--- src/hdl/uvs_pkg.sv ---
// Shared types, widths and constants of the UV-sphere vertex generator.
// No dependencies; every other file takes names from here by scope.
`default_nettype none
package uvs_pkg;

  localparam int CNT_W      = 9;
  localparam int RAD_W      = 10;
  localparam int IDX_W      = 17;
  localparam int TEX_W      = 17;
  localparam int POS_W      = 19;
  localparam int PH_W       = 32;
  localparam int QW         = 33;
  localparam int CW         = 33;
  localparam int TRIG_W     = 32;
  localparam int DIV_STEPS  = 32;
  localparam int TEX_TAP    = 16;
  localparam int LAT_TAP    = 31;
  localparam int CFG_IDX_W  = 2;
  localparam int CFG_DATA_W = 10;

  localparam logic [CFG_IDX_W-1:0] REG_RADIUS  = 2'd0;
  localparam logic [CFG_IDX_W-1:0] REG_ROWS    = 2'd1;
  localparam logic [CFG_IDX_W-1:0] REG_COLUMNS = 2'd2;

  localparam logic [CNT_W-1:0] MIN_ROWS    = 9'd2;
  localparam logic [CNT_W-1:0] MIN_COLUMNS = 9'd3;

  localparam logic signed [CW-1:0] GAIN_INV = 33'sd652032874;
  localparam logic [PH_W-1:0] QUARTER_TURN = 32'h4000_0000;
  localparam logic [PH_W-1:0] EIGHTH_TURN  = 32'h2000_0000;

  localparam logic signed [POS_W-1:0] POS_MAX = 19'sh3FFFF;
  localparam logic signed [POS_W-1:0] POS_MIN = 19'sh40000;

  typedef struct packed {
    logic [CNT_W-1:0] r;
    logic [QW-1:0]    q;
  } div_lane_t;

  typedef struct packed {
    div_lane_t lon;
    div_lane_t lat;
  } div_t;

  typedef struct packed {
    logic signed [CW-1:0] x;
    logic signed [CW-1:0] y;
    logic signed [CW-1:0] z;
    logic [1:0]           quad;
  } cordic_lane_t;

  typedef struct packed {
    cordic_lane_t lat;
    cordic_lane_t lon;
  } cordic_t;

  typedef struct packed {
    logic signed [TRIG_W-1:0] clat;
    logic signed [TRIG_W-1:0] slat;
    logic signed [TRIG_W-1:0] clon;
    logic signed [TRIG_W-1:0] slon;
  } trig_t;

  typedef struct packed {
    logic             point_valid;
    logic             upper;
    logic             lower;
    logic [TEX_W-1:0] tex_s;
    logic [TEX_W-1:0] tex_t;
    logic [IDX_W-1:0] k1;
    logic [IDX_W-1:0] k2;
  } side_t;

  // arctangent of 2^-k in binary angle units, 2^32 per turn
  function automatic logic [31:0] atan_turn(input int k);
    logic [31:0] v;
    case (k)
      0:  v = 32'd536870912;
      1:  v = 32'd316933406;
      2:  v = 32'd167458907;
      3:  v = 32'd85004756;
      4:  v = 32'd42667331;
      5:  v = 32'd21354465;
      6:  v = 32'd10679838;
      7:  v = 32'd5340245;
      8:  v = 32'd2670163;
      9:  v = 32'd1335087;
      10: v = 32'd667544;
      11: v = 32'd333772;
      12: v = 32'd166886;
      13: v = 32'd83443;
      14: v = 32'd41722;
      15: v = 32'd20861;
      16: v = 32'd10430;
      17: v = 32'd5215;
      18: v = 32'd2608;
      19: v = 32'd1304;
      20: v = 32'd652;
      21: v = 32'd326;
      22: v = 32'd163;
      23: v = 32'd81;
      default: v = 32'd0;
    endcase
    return v;
  endfunction

endpackage
`default_nettype wire

--- src/hdl/uvs_cordic_cell.sv ---
// One CORDIC rotation stage applied to both angle lanes.
// Depends on uvs_pkg (arctangent table, lane types).
`default_nettype none
module uvs_cordic_cell #(
  parameter int STAGE = 0
) (
  input  logic             clk,
  input  uvs_pkg::cordic_t cord_in,
  output uvs_pkg::cordic_t cord_out
);

  localparam logic signed [uvs_pkg::CW-1:0] ATAN =
    uvs_pkg::CW'(uvs_pkg::atan_turn(STAGE));

  uvs_pkg::cordic_t cell_r;
  uvs_pkg::cordic_t cell_nxt;

  function automatic uvs_pkg::cordic_lane_t rotate(input uvs_pkg::cordic_lane_t a);
    uvs_pkg::cordic_lane_t b;
    b.quad = a.quad;
    if (!a.z[uvs_pkg::CW-1]) begin
      b.x = a.x - (a.y >>> STAGE);
      b.y = a.y + (a.x >>> STAGE);
      b.z = a.z - ATAN;
    end else begin
      b.x = a.x + (a.y >>> STAGE);
      b.y = a.y - (a.x >>> STAGE);
      b.z = a.z + ATAN;
    end
    return b;
  endfunction

  always_comb begin
    cell_nxt.lat = rotate(cord_in.lat);
    cell_nxt.lon = rotate(cord_in.lon);
  end

  always_ff @(posedge clk) begin
    cell_r <= cell_nxt;
  end

  assign cord_out = cell_r;

endmodule
`default_nettype wire

--- config.mk ---
export PLATFORM = sky130hd
export DESIGN_NAME = uvs_cordic_cell
export DESIGN_NICKNAME = d
export VERILOG_FILES = /design/src/hdl/uvs_pkg.sv /design/src/hdl/uvs_cordic_cell.sv
export SDC_FILE = /design/constraint.sdc
export NUM_CORES = 1
export LEC_CHECK = 0
export BUFFER_PORTS_ARGS = -buffer_cell sky130_fd_sc_hd__buf_2
export CAP_MARGIN = 20
export CORE_ASPECT_RATIO = 1.1
export CORE_UTILIZATION = 47
export CTS_CLUSTER_SIZE = 20
export DETAILED_ROUTE_END_ITERATION = 6
export GPL_TIMING_DRIVEN = 0
export PLACE_DENSITY = 0.7
export SLEW_MARGIN = 30
export SYNTH_ARGS = -nofsm -noshare
export SYNTH_HDL_FRONTEND = slang
export SYNTH_SLANG_ARGS = --single-unit
--- constraint.sdc ---
create_clock -name clk -period 3.7 [get_ports clk]
set_input_delay 0.185 -clock clk [delete_from_list [all_inputs] [get_ports clk]]
set_output_delay 0.185 -clock clk [all_outputs]
set_load 0.01 [all_outputs]
==> run metrics <==
slowest stage delay, CP=0.95 ns; Clock transition at path regs=0.09 ns; Critical Path AT=a little under 4 ns; min cycle time layout=3.54 ns; async set-reset flop share out of synthesis=0; drt via density=5.74; Total Nets Final=2827; max reg flops=200; commonest non-fill, non-tap cell in the layout=buf_2; most frequent CP cell=buf_2; largest net degree at the start of global routing=26; core region area=0.0317 mm2; Area growth syn-to-layout=25.2%; first-pass iteration count of the detailed router=6; Total Wirelength=61000 um; met3 routed WL=about 5200 um; I/O pin cnt=405; routed len/inst=21.3 um; first-pass GRT wire length=between 90000 and 100000 um; Die Wd=roughly 170 um; number of synthesized register bits=200; Slowest cell on crit path=o31ai_1; Power Dens Cells=406 mW/mm2; proportion of layout cells with a drive suffix above 1=0.193; Tot GR Track Use=0.356; Mapped Cells=1934; Root Driver=clkbuf_16; cell family with most CP delay=compound AO/OA/AOI/OAI gates; Post-CTS Setup Bufs=0; CTS tree=yes; # port buffers=402; initial antenna violation count=8; non-filler cells in the finished layout=between 2000 and 3000; crit start category=input pin; P_leak=9.21 nW; DRC Markers=0; Hold Fails Final Rpt=0; final setup violation count=0; vias=16400; Placed Area=roughly 0.018 mm2; total CTS buffers=17; Synth cell types=78; Max VDD drop=0.297 mV; most frequent cells in the layout=408 x buf_2, 200 x dfxtp_1, 199 x a21oi_1, 196 x ha_1, 194 x inv_1; hold_ws=0.00799 ns; run status=finished clean; CP Max Fanout=10; Final Worst Setup Slack=between 0.15 and 0.2 ns; initial drt markers=approximately 1400; pre-CTS worst setup slack=-0.330 ns; Initial Util=0.483; synth warn=0; number of global-route vias before repair=15800; WP buf/inv=3; syn_nets=~2300; Slew @ Worst Pin=between 1 and 1.5 ns; Sinks on Clock Net=200; Layout fillers=2967; met1 WL=24900 um; number of nets with antenna violations after routing=0; gp weighted congestion=1.04; met2 WL=28600 um; Relative slew margins=0.276; Finished Cell Area=0.0191 mm2; grt ovf=0; setup TNS=0 ns; top cell type's share of synthesized area=0.262; DPL Wire Length=48700 um; period utilization=0.957; Post-Syn Area per Cell=7.90 um2; Setup Crit Path Kind=in2reg; die area=about 0.033 mm2; CTS max path bufs=2; leading area contributor after synthesis=dfxtp_1; H-tree levels=4; combined area of all synthesized cells=0.0153 mm2; fmax=282 MHz; uppermost routed layer=met5; CP cell instances=buf_2 > inv_1 > ha_1 > buf_2 > nor2b_1 > nor3_1 > o21ai_1 > a311oi_2 > o31ai_1 > a31oi_1 > o211a_1 > o21ai_0 > xor2_1; Hold Path Class=in2reg; Crit. End Element=flop; register area share after synthesis=0.262; RSZ-0062 raised after global routing=no; Max Cap Viol=0; Placement Rows=between 60 and 70; worst path required time=just over 4 ns; Max Slew Vio Count=0; EDFF count, synth=0; post-placement cell count=2756; Die Ht=191 um; top_reg_cell synth=dfxtp_1; synth top area cells=dfxtp_1 26%, ha_1 16%, a21oi_1 6.5%
[where the power goes]
part | leakage [nW] | switching (mW) | internal, mW
registers | 1.69 | 0.104 | 2.54
clock network | 0.316 | 1.15 | 0.975
logic | 7.20 | 1.87 | 1.13
[per-layer routing]
| metal | global-route usage | up-vias |
|---|---|---|
| met5 | 0 | - |
| met4 | 0.135 | 8 |
| met3 | 0.0700 | 144 |
| met2 | 0.600 | 861 |
| met1 | 0.446 | 7676 |
| li1 | - | 7704 |
[synthesized netlist by cell type (all sizes together), types with 5 or more instances]
| master | n |
|---|---|
| a21oi | 199 |
| and2 | 8 |
| buf | 34 |
| nor4 | 15 |
| mux2i | 25 |
| a2111oi | 10 |
| nand4 | 22 |
| clkbuf | 61 |
| and3 | 5 |
| o2111ai | 6 |
| nor3 | 37 |
| fa | 8 |
| o211ai | 20 |
| a31oi | 18 |
| o311ai | 6 |
| nand2b | 21 |
| xor2 | 27 |
| a21o | 49 |
| o22ai | 7 |
| ha | 196 |
| or3 | 18 |
| o31ai | 16 |
| o21ai | 138 |
| o21a | 13 |
| nand3b | 8 |
| nor2b | 35 |
| xnor2 | 98 |
| o21bai | 33 |
| a21boi | 6 |
| nand3 | 31 |
| dfxtp | 200 |
| o311a | 5 |
| inv | 195 |
| nor2 | 157 |
| nand2 | 98 |
| or2 | 8 |
| a221oi | 6 |
| a211oi | 21 |
[cell type report]
cell class / instances / area [um2] / area share
Clock buffer: 17 / 425 / 0.0222
Antenna cell: 3 / 7.51 / 0.000392
Inverter: 199 / 747 / 0.0390
Clock inverter: 15 / 229 / 0.0120
Timing Repair Buffer: 467 / 2660 / 0.139
Buffer: 95 / 379 / 0.0198
Sequential cell: 200 / 4000 / 0.209
Tap cell: 420 / 526 / 0.0275
Multi-Input combinational cell: 1440 / 10200 / 0.531
[cells by family (layout without fill, tap and decap cells)]
kind of cell	Yosys count	count (layout)	share of synthesized area
AOI/OAI and AO/OA	604	604	0.252
xor gates and xnor gates	125	125	0.0716
adders and majority gates	204	204	0.171
buffers and inverters	294	793	0.0737
DFF	200	200	0.262
muxes	26	26	0.0171
other	0	3	0
and+or+nand+nor	481	481	0.153
[metrics by stage]
step                      utilization  total power, mW
after floorplan                     -             4.39
after global placement          0.563             5.55
after detailed placement        0.563             5.55
after CTS                       0.604             7.73
after global routing            0.605             8.12
final                           0.605             7.77
[path summary, 6_finish.rpt]
| kind | start | end | depth (start not counted) |
|---|---|---|---|
| max | cord_in[37] | cord_out[100] | 13 |
| min | cord_in[32] | cord_out[32] | 2 |
[what timing repair did]
item,CTS,global route
resized for setup,0,2
hold endpoints to repair,65,0
hold buffers,65,0
endpoints found under the setup margin,0,4
No activity file was read; power rests on OpenSTA's default activity.
