**src/hdl/uvs_pkg.sv**
```systemverilog
// Shared types, widths and constants of the UV-sphere vertex generator.
// No dependencies; every other file takes names from here by scope.
`default_nettype none
package uvs_pkg;

  localparam int CNT_W      = 9;
  localparam int RAD_W      = 10;
  localparam int IDX_W      = 17;
  localparam int TEX_W      = 17;
  localparam int POS_W      = 19;
  localparam int PH_W       = 32;
  localparam int QW         = 33;
  localparam int CW         = 33;
  localparam int TRIG_W     = 32;
  localparam int DIV_STEPS  = 32;
  localparam int TEX_TAP    = 16;
  localparam int LAT_TAP    = 31;
  localparam int CFG_IDX_W  = 2;
  localparam int CFG_DATA_W = 10;

  localparam logic [CFG_IDX_W-1:0] REG_RADIUS  = 2'd0;
  localparam logic [CFG_IDX_W-1:0] REG_ROWS    = 2'd1;
  localparam logic [CFG_IDX_W-1:0] REG_COLUMNS = 2'd2;

  localparam logic [CNT_W-1:0] MIN_ROWS    = 9'd2;
  localparam logic [CNT_W-1:0] MIN_COLUMNS = 9'd3;

  localparam logic signed [CW-1:0] GAIN_INV = 33'sd652032874;
  localparam logic [PH_W-1:0] QUARTER_TURN = 32'h4000_0000;
  localparam logic [PH_W-1:0] EIGHTH_TURN  = 32'h2000_0000;

  localparam logic signed [POS_W-1:0] POS_MAX = 19'sh3FFFF;
  localparam logic signed [POS_W-1:0] POS_MIN = 19'sh40000;

  typedef struct packed {
    logic [CNT_W-1:0] r;
    logic [QW-1:0]    q;
  } div_lane_t;

  typedef struct packed {
    div_lane_t lon;
    div_lane_t lat;
  } div_t;

  typedef struct packed {
    logic signed [CW-1:0] x;
    logic signed [CW-1:0] y;
    logic signed [CW-1:0] z;
    logic [1:0]           quad;
  } cordic_lane_t;

  typedef struct packed {
    cordic_lane_t lat;
    cordic_lane_t lon;
  } cordic_t;

  typedef struct packed {
    logic signed [TRIG_W-1:0] clat;
    logic signed [TRIG_W-1:0] slat;
    logic signed [TRIG_W-1:0] clon;
    logic signed [TRIG_W-1:0] slon;
  } trig_t;

  typedef struct packed {
    logic             point_valid;
    logic             upper;
    logic             lower;
    logic [TEX_W-1:0] tex_s;
    logic [TEX_W-1:0] tex_t;
    logic [IDX_W-1:0] k1;
    logic [IDX_W-1:0] k2;
  } side_t;

  // arctangent of 2^-k in binary angle units, 2^32 per turn
  function automatic logic [31:0] atan_turn(input int k);
    logic [31:0] v;
    case (k)
      0:  v = 32'd536870912;
      1:  v = 32'd316933406;
      2:  v = 32'd167458907;
      3:  v = 32'd85004756;
      4:  v = 32'd42667331;
      5:  v = 32'd21354465;
      6:  v = 32'd10679838;
      7:  v = 32'd5340245;
      8:  v = 32'd2670163;
      9:  v = 32'd1335087;
      10: v = 32'd667544;
      11: v = 32'd333772;
      12: v = 32'd166886;
      13: v = 32'd83443;
      14: v = 32'd41722;
      15: v = 32'd20861;
      16: v = 32'd10430;
      17: v = 32'd5215;
      18: v = 32'd2608;
      19: v = 32'd1304;
      20: v = 32'd652;
      21: v = 32'd326;
      22: v = 32'd163;
      23: v = 32'd81;
      default: v = 32'd0;
    endcase
    return v;
  endfunction

endpackage
`default_nettype wire

```
**src/hdl/uvs_div_cell.sv**
```systemverilog
// One restoring long-division step for the longitude and latitude lanes.
// Depends on uvs_pkg.
`default_nettype none
module uvs_div_cell (
  input  logic                    clk,
  input  logic [uvs_pkg::CNT_W-1:0] lon_div,
  input  logic [uvs_pkg::CNT_W-1:0] lat_div,
  input  uvs_pkg::div_t           div_in,
  output uvs_pkg::div_t           div_out
);

  uvs_pkg::div_t cell_r;
  uvs_pkg::div_t cell_nxt;

  logic [uvs_pkg::CNT_W:0] lon_rr;
  logic [uvs_pkg::CNT_W:0] lat_rr;
  logic                    lon_ge;
  logic                    lat_ge;

  always_comb begin
    lon_rr = {div_in.lon.r, 1'b0};
    lat_rr = {div_in.lat.r, 1'b0};
    lon_ge = lon_rr >= {1'b0, lon_div};
    lat_ge = lat_rr >= {1'b0, lat_div};
    cell_nxt.lon.r = lon_ge ? uvs_pkg::CNT_W'(lon_rr - {1'b0, lon_div})
                            : lon_rr[uvs_pkg::CNT_W-1:0];
    cell_nxt.lat.r = lat_ge ? uvs_pkg::CNT_W'(lat_rr - {1'b0, lat_div})
                            : lat_rr[uvs_pkg::CNT_W-1:0];
    cell_nxt.lon.q = {div_in.lon.q[uvs_pkg::QW-2:0], lon_ge};
    cell_nxt.lat.q = {div_in.lat.q[uvs_pkg::QW-2:0], lat_ge};
  end

  always_ff @(posedge clk) begin
    cell_r <= cell_nxt;
  end

  assign div_out = cell_r;

endmodule
`default_nettype wire

```
**config.mk**
```make
export PLATFORM = sky130hd
export DESIGN_NAME = uvs_div_cell
export DESIGN_NICKNAME = d
export VERILOG_FILES = /design/src/hdl/uvs_pkg.sv /design/src/hdl/uvs_div_cell.sv
export SDC_FILE = /design/constraint.sdc
export NUM_CORES = 1
export LEC_CHECK = 0
export ABC_AREA = 0
export BUFFER_PORTS_ARGS = -buffer_cell sky130_fd_sc_hd__buf_2
export CAP_MARGIN = 20
export CORE_UTILIZATION = 37
export CTS_CLUSTER_SIZE = 14
export DETAILED_ROUTE_END_ITERATION = 10
export GPL_TIMING_DRIVEN = 0
export HOLD_SLACK_MARGIN = 0.12
export PLACE_DENSITY = 0.83
export REMOVE_ABC_BUFFERS = 1
export SYNTH_ARGS = -nofsm -noshare
export SYNTH_HDL_FRONTEND = slang
export SYNTH_SLANG_ARGS = --single-unit
```
**constraint.sdc**
```tcl
create_clock -name clk -period 1.85 [get_ports clk]
set_input_delay 0.0925 -clock clk [delete_from_list [all_inputs] [get_ports clk]]
set_output_delay 0.0925 -clock clk [all_outputs]
set_load 0.01 [all_outputs]
```
==> results.py <==
metrics = {
    "setup_path": {
        "endpoint_kind": "flip-flop",
        "crit_chain": "buf_2, inv_1, ha_1, a21oi_1, nand2_1, nor4b_2, or2_4, inv_2, mux2_2",
        "path_class": "input pin to flip-flop",
        "max_stage_delay_ns": 0.40,
        "cpMaxStageDelayCell": "ha_1",
        "crit_family": "simple AND/OR/NAND/NOR gates",
        "critPathArrivalTime_ns": 2.00,
        "critPathRequiredTime_ns": 2.09,
        "cp-start-kind": "input pin",
        "path_max_fanout": 8,
        "critPathBufInv": 3,
    },
    "floorplan": {
        "initial_core_util_pct": 38.78,
        "die_w_um": 89.65,
        "rows": 31,
        "die_area_mm2": 0.008037,
        "ioPinCount": 187,
        "coreArea_mm2": 0.007331,
        "die_height_um": 89.65,
    },
    "finish": {
        "drive_gt1_share_pct": 41.76,
        "n_fill_cell": 536,
        "area_delta_synth_final_pct": 72.10,
        "final_area_mm2": 0.004892,
        "antenna_cells": 0,
        "final_nets": 640,
        "ff_latch_area_mm2": 0.001682,
        "largest_register_ffs": 84,
        "multi_input_area_mm2": 0.001074,
    },
    "placement": {
        "place.gp.congestion": 0.8456,
        "placed_cell_area_mm2": 0.003876,
        "post-place-ws_ns": -0.2591,
        "portBuffers": 184,
        "hpwl_um": 5722,
    },
    "clock_tree": {
        "cts_buffers": 9,
        "cts_tree": "built",
        "cts_max_level": 3,
        "ctsRootBufferMaster": "clkbuf_8",
        "path_clk_slew_ns": 0.09,
        "clockBufferDepth": 2,
        "post_cts_buffers": 0,
        "clock_sinks": 84,
    },
    "sta": {
        "rsz0062_at_grt": "no",
        "fin_hold_ws_ns": 0.1474,
        "setup_viol": 0,
        "slew_violations": 0,
        "fmax_mhz": 567.7,
        "setup_tns_ns": 0,
        "fin_crit_ns": 1.762,
        "final.period_utilization_pct": 95.22,
        "hold_violations": 0,
        "relSlewSlack_pct": 67.90,
        "layout_setup_ws_ns": 0.08847,
        "tightest_slew_ns": 0.4801,
    },
    "power_and_ir_drop": {
        "ir_drop_uv": 416.9,
        "p_leak_nw": 2.456,
        "power_density_mw_per_mm2": 857.0,
        "power_mw": 4.193,
    },
    "route": {
        "drt_iter0_drc": 68,
        "ant_nets": 0,
        "avgRoutedWirePerCell_um": 14.76,
        "vias": 2862,
        "via_per_inst": 4.609,
        "wirelength_um": 9166,
        "drcViolationCount": 0,
        "first_pass_iters": 4,
    },
    "synthesis": {
        "synth_compound_area_share_pct": 10.12,
        "synth_cell_types": 44,
        "synth_top_family_by_area": "simple AND/OR/NAND/NOR gates",
        "syn_inst": 241,
        "synth_seq_cells": 84,
        "syn_avg_cell_area_um2": 11.80,
        "synthXorXnorAreaFrac_pct": 3.081,
        "ys_seq_area_share_pct": 59.15,
        "yosys-mux-area-fraction_pct": 4.445,
        "synth_adder_area_share_pct": 9.331,
        "syn_area_mm2": 0.002843,
        "synth-simple-area-share_pct": 10.56,
        "yosysWarnings": 0,
    },
    "worst_hold_path": {
        "holdCritPathClass": "input pin to flip-flop",
    },
    "global_route": {
        "grt_pass1_vias": 2893,
        "antenna_found_initial": 0,
        "grt_max_degree": 18,
        "track_usage_pct": 21.99,
        "overflow": 0,
        "grt_pass1_wl_um": 13040,
    },
    "run": {
        "maxCapViolations": 0,
    },
    "outcome": {
        "status": "finished, final reports clean",
    },
}
layout make-up:
class	instances	share of cell area [%]
Multi-Input combinational cell	134	21.94
Sequential cell	84	34.37
Clock buffer	9	2.532
Clock inverter	7	1.330
Timing Repair Buffer	266	35.60
Tap cell	99	2.532
Inverter	22	1.688
repair_timing:
| item | in CTS | in global routing |
|---|---|---|
| gates resized for setup | 0 | 3 |
| setup endpoints to repair | 0 | 8 |
| endpoints found under the hold margin | 82 | 0 |
| hold buffers | 82 | 0 |
power by group:
group / switching, mW / total, mW / internal (mW)
sequential: 0.0405 / 2.01 / 1.97
combinational: 0.439 / 0.935 / 0.496
clock: 0.724 / 1.25 / 0.524
total: 1.20 / 4.19 / 2.99
layer usage:
metal	GRT usage, %	share of wire [%]	up-vias
met5	0	0	-
met3	5.759	7.2	20
met2	44.83	55	144
met4	9.524	2.7	0
li1	-	-	1381
met1	20.06	35	1317
cells in the mapped netlist, drive strengths merged:
| cell | instances | area share, % |
|---|---|---|
| dfxtp | 84 | 59 |
| mux2i | 1 | 0.35 |
| nor2 | 13 | 1.7 |
| a2bb2oi | 1 | 0.31 |
| nor4bb | 1 | 0.35 |
| a21o | 4 | 1.1 |
| inv | 22 | 2.9 |
| a31oi | 1 | 0.22 |
| o41ai | 1 | 0.31 |
| o2111ai | 2 | 0.62 |
| o31ai | 1 | 0.26 |
| o211ai | 2 | 0.53 |
| or4 | 1 | 0.26 |
| and2 | 1 | 0.22 |
| and3 | 3 | 0.66 |
| nor4b | 4 | 2.0 |
| xnor2 | 7 | 2.2 |
| fa | 2 | 1.4 |
| mux2 | 9 | 4.1 |
| o32ai | 2 | 0.62 |
| a21boi | 1 | 0.26 |
| ha | 18 | 7.9 |
| nand2 | 7 | 0.92 |
| a2111o | 1 | 0.40 |
| nand2b | 4 | 0.88 |
| a21oi | 12 | 2.4 |
| nor4 | 1 | 0.22 |
| xor2 | 3 | 0.92 |
| nand3b | 2 | 0.53 |
| nand4 | 1 | 0.22 |
| and3b | 1 | 0.31 |
| o21a | 4 | 1.1 |
| o21ai | 12 | 2.1 |
| nor2b | 4 | 0.88 |
| nor3 | 1 | 0.18 |
| or2 | 2 | 0.53 |
| buf | 1 | 0.40 |
| nand3 | 4 | 0.70 |
worst paths after layout:
check / cells after the start / slack [ns] / end / from
min: 3 / 0.15 / div_out[76]$_DFF_P_ / lon_div[1]
max: 9 / 0.09 / div_out[38]$_DFF_P_ / lat_div[7]
per-stage QoR:
step           utilization [%]  instances
2_1_floorplan                -        240
3_3_place_gp             52.88        523
3_5_place_dp             52.88        523
4_1_cts                  66.65        621
5_1_grt                  66.73        621
6_report                 66.73        621
cells in the final DEF (no fill, tap or decap), types with 2 or more instances in the layout:
cell           instances
xnor2_1                7
clkbuf_8               9
fa_1                   2
a21oi_1                9
o2111ai_1              2
inv_1                 20
mux2_2                 5
nor2b_1                4
inv_6                  3
dfxtp_1               84
a21o_1                 4
o211ai_1               2
inv_2                  2
mux2_4                 4
o21ai_0               12
a21oi_2                3
nor2_1                13
inv_8                  2
nand3_1                4
nor4b_1                2
ha_1                  18
nand2_1                7
nand3b_1               2
xor2_1                 3
o32ai_1                2
dlygate4sd3_1         82
o21a_1                 4
nand2b_1               4
or2_4                  2
buf_2                184
and3_1                 3
kinds of logic (layout without fill, tap and decap cells):
group | after synthesis | in the layout
buffers and inverters | 23 | 304
flip-flops | 84 | 84
adder cells (fa/ha/maj) | 20 | 20
AO/OA/AOI/OAI | 44 | 44
XOR/XNOR | 10 | 10
multiplexers | 10 | 10
AND/OR/NAND/NOR | 50 | 50
Power figures use the tool's default switching activity.
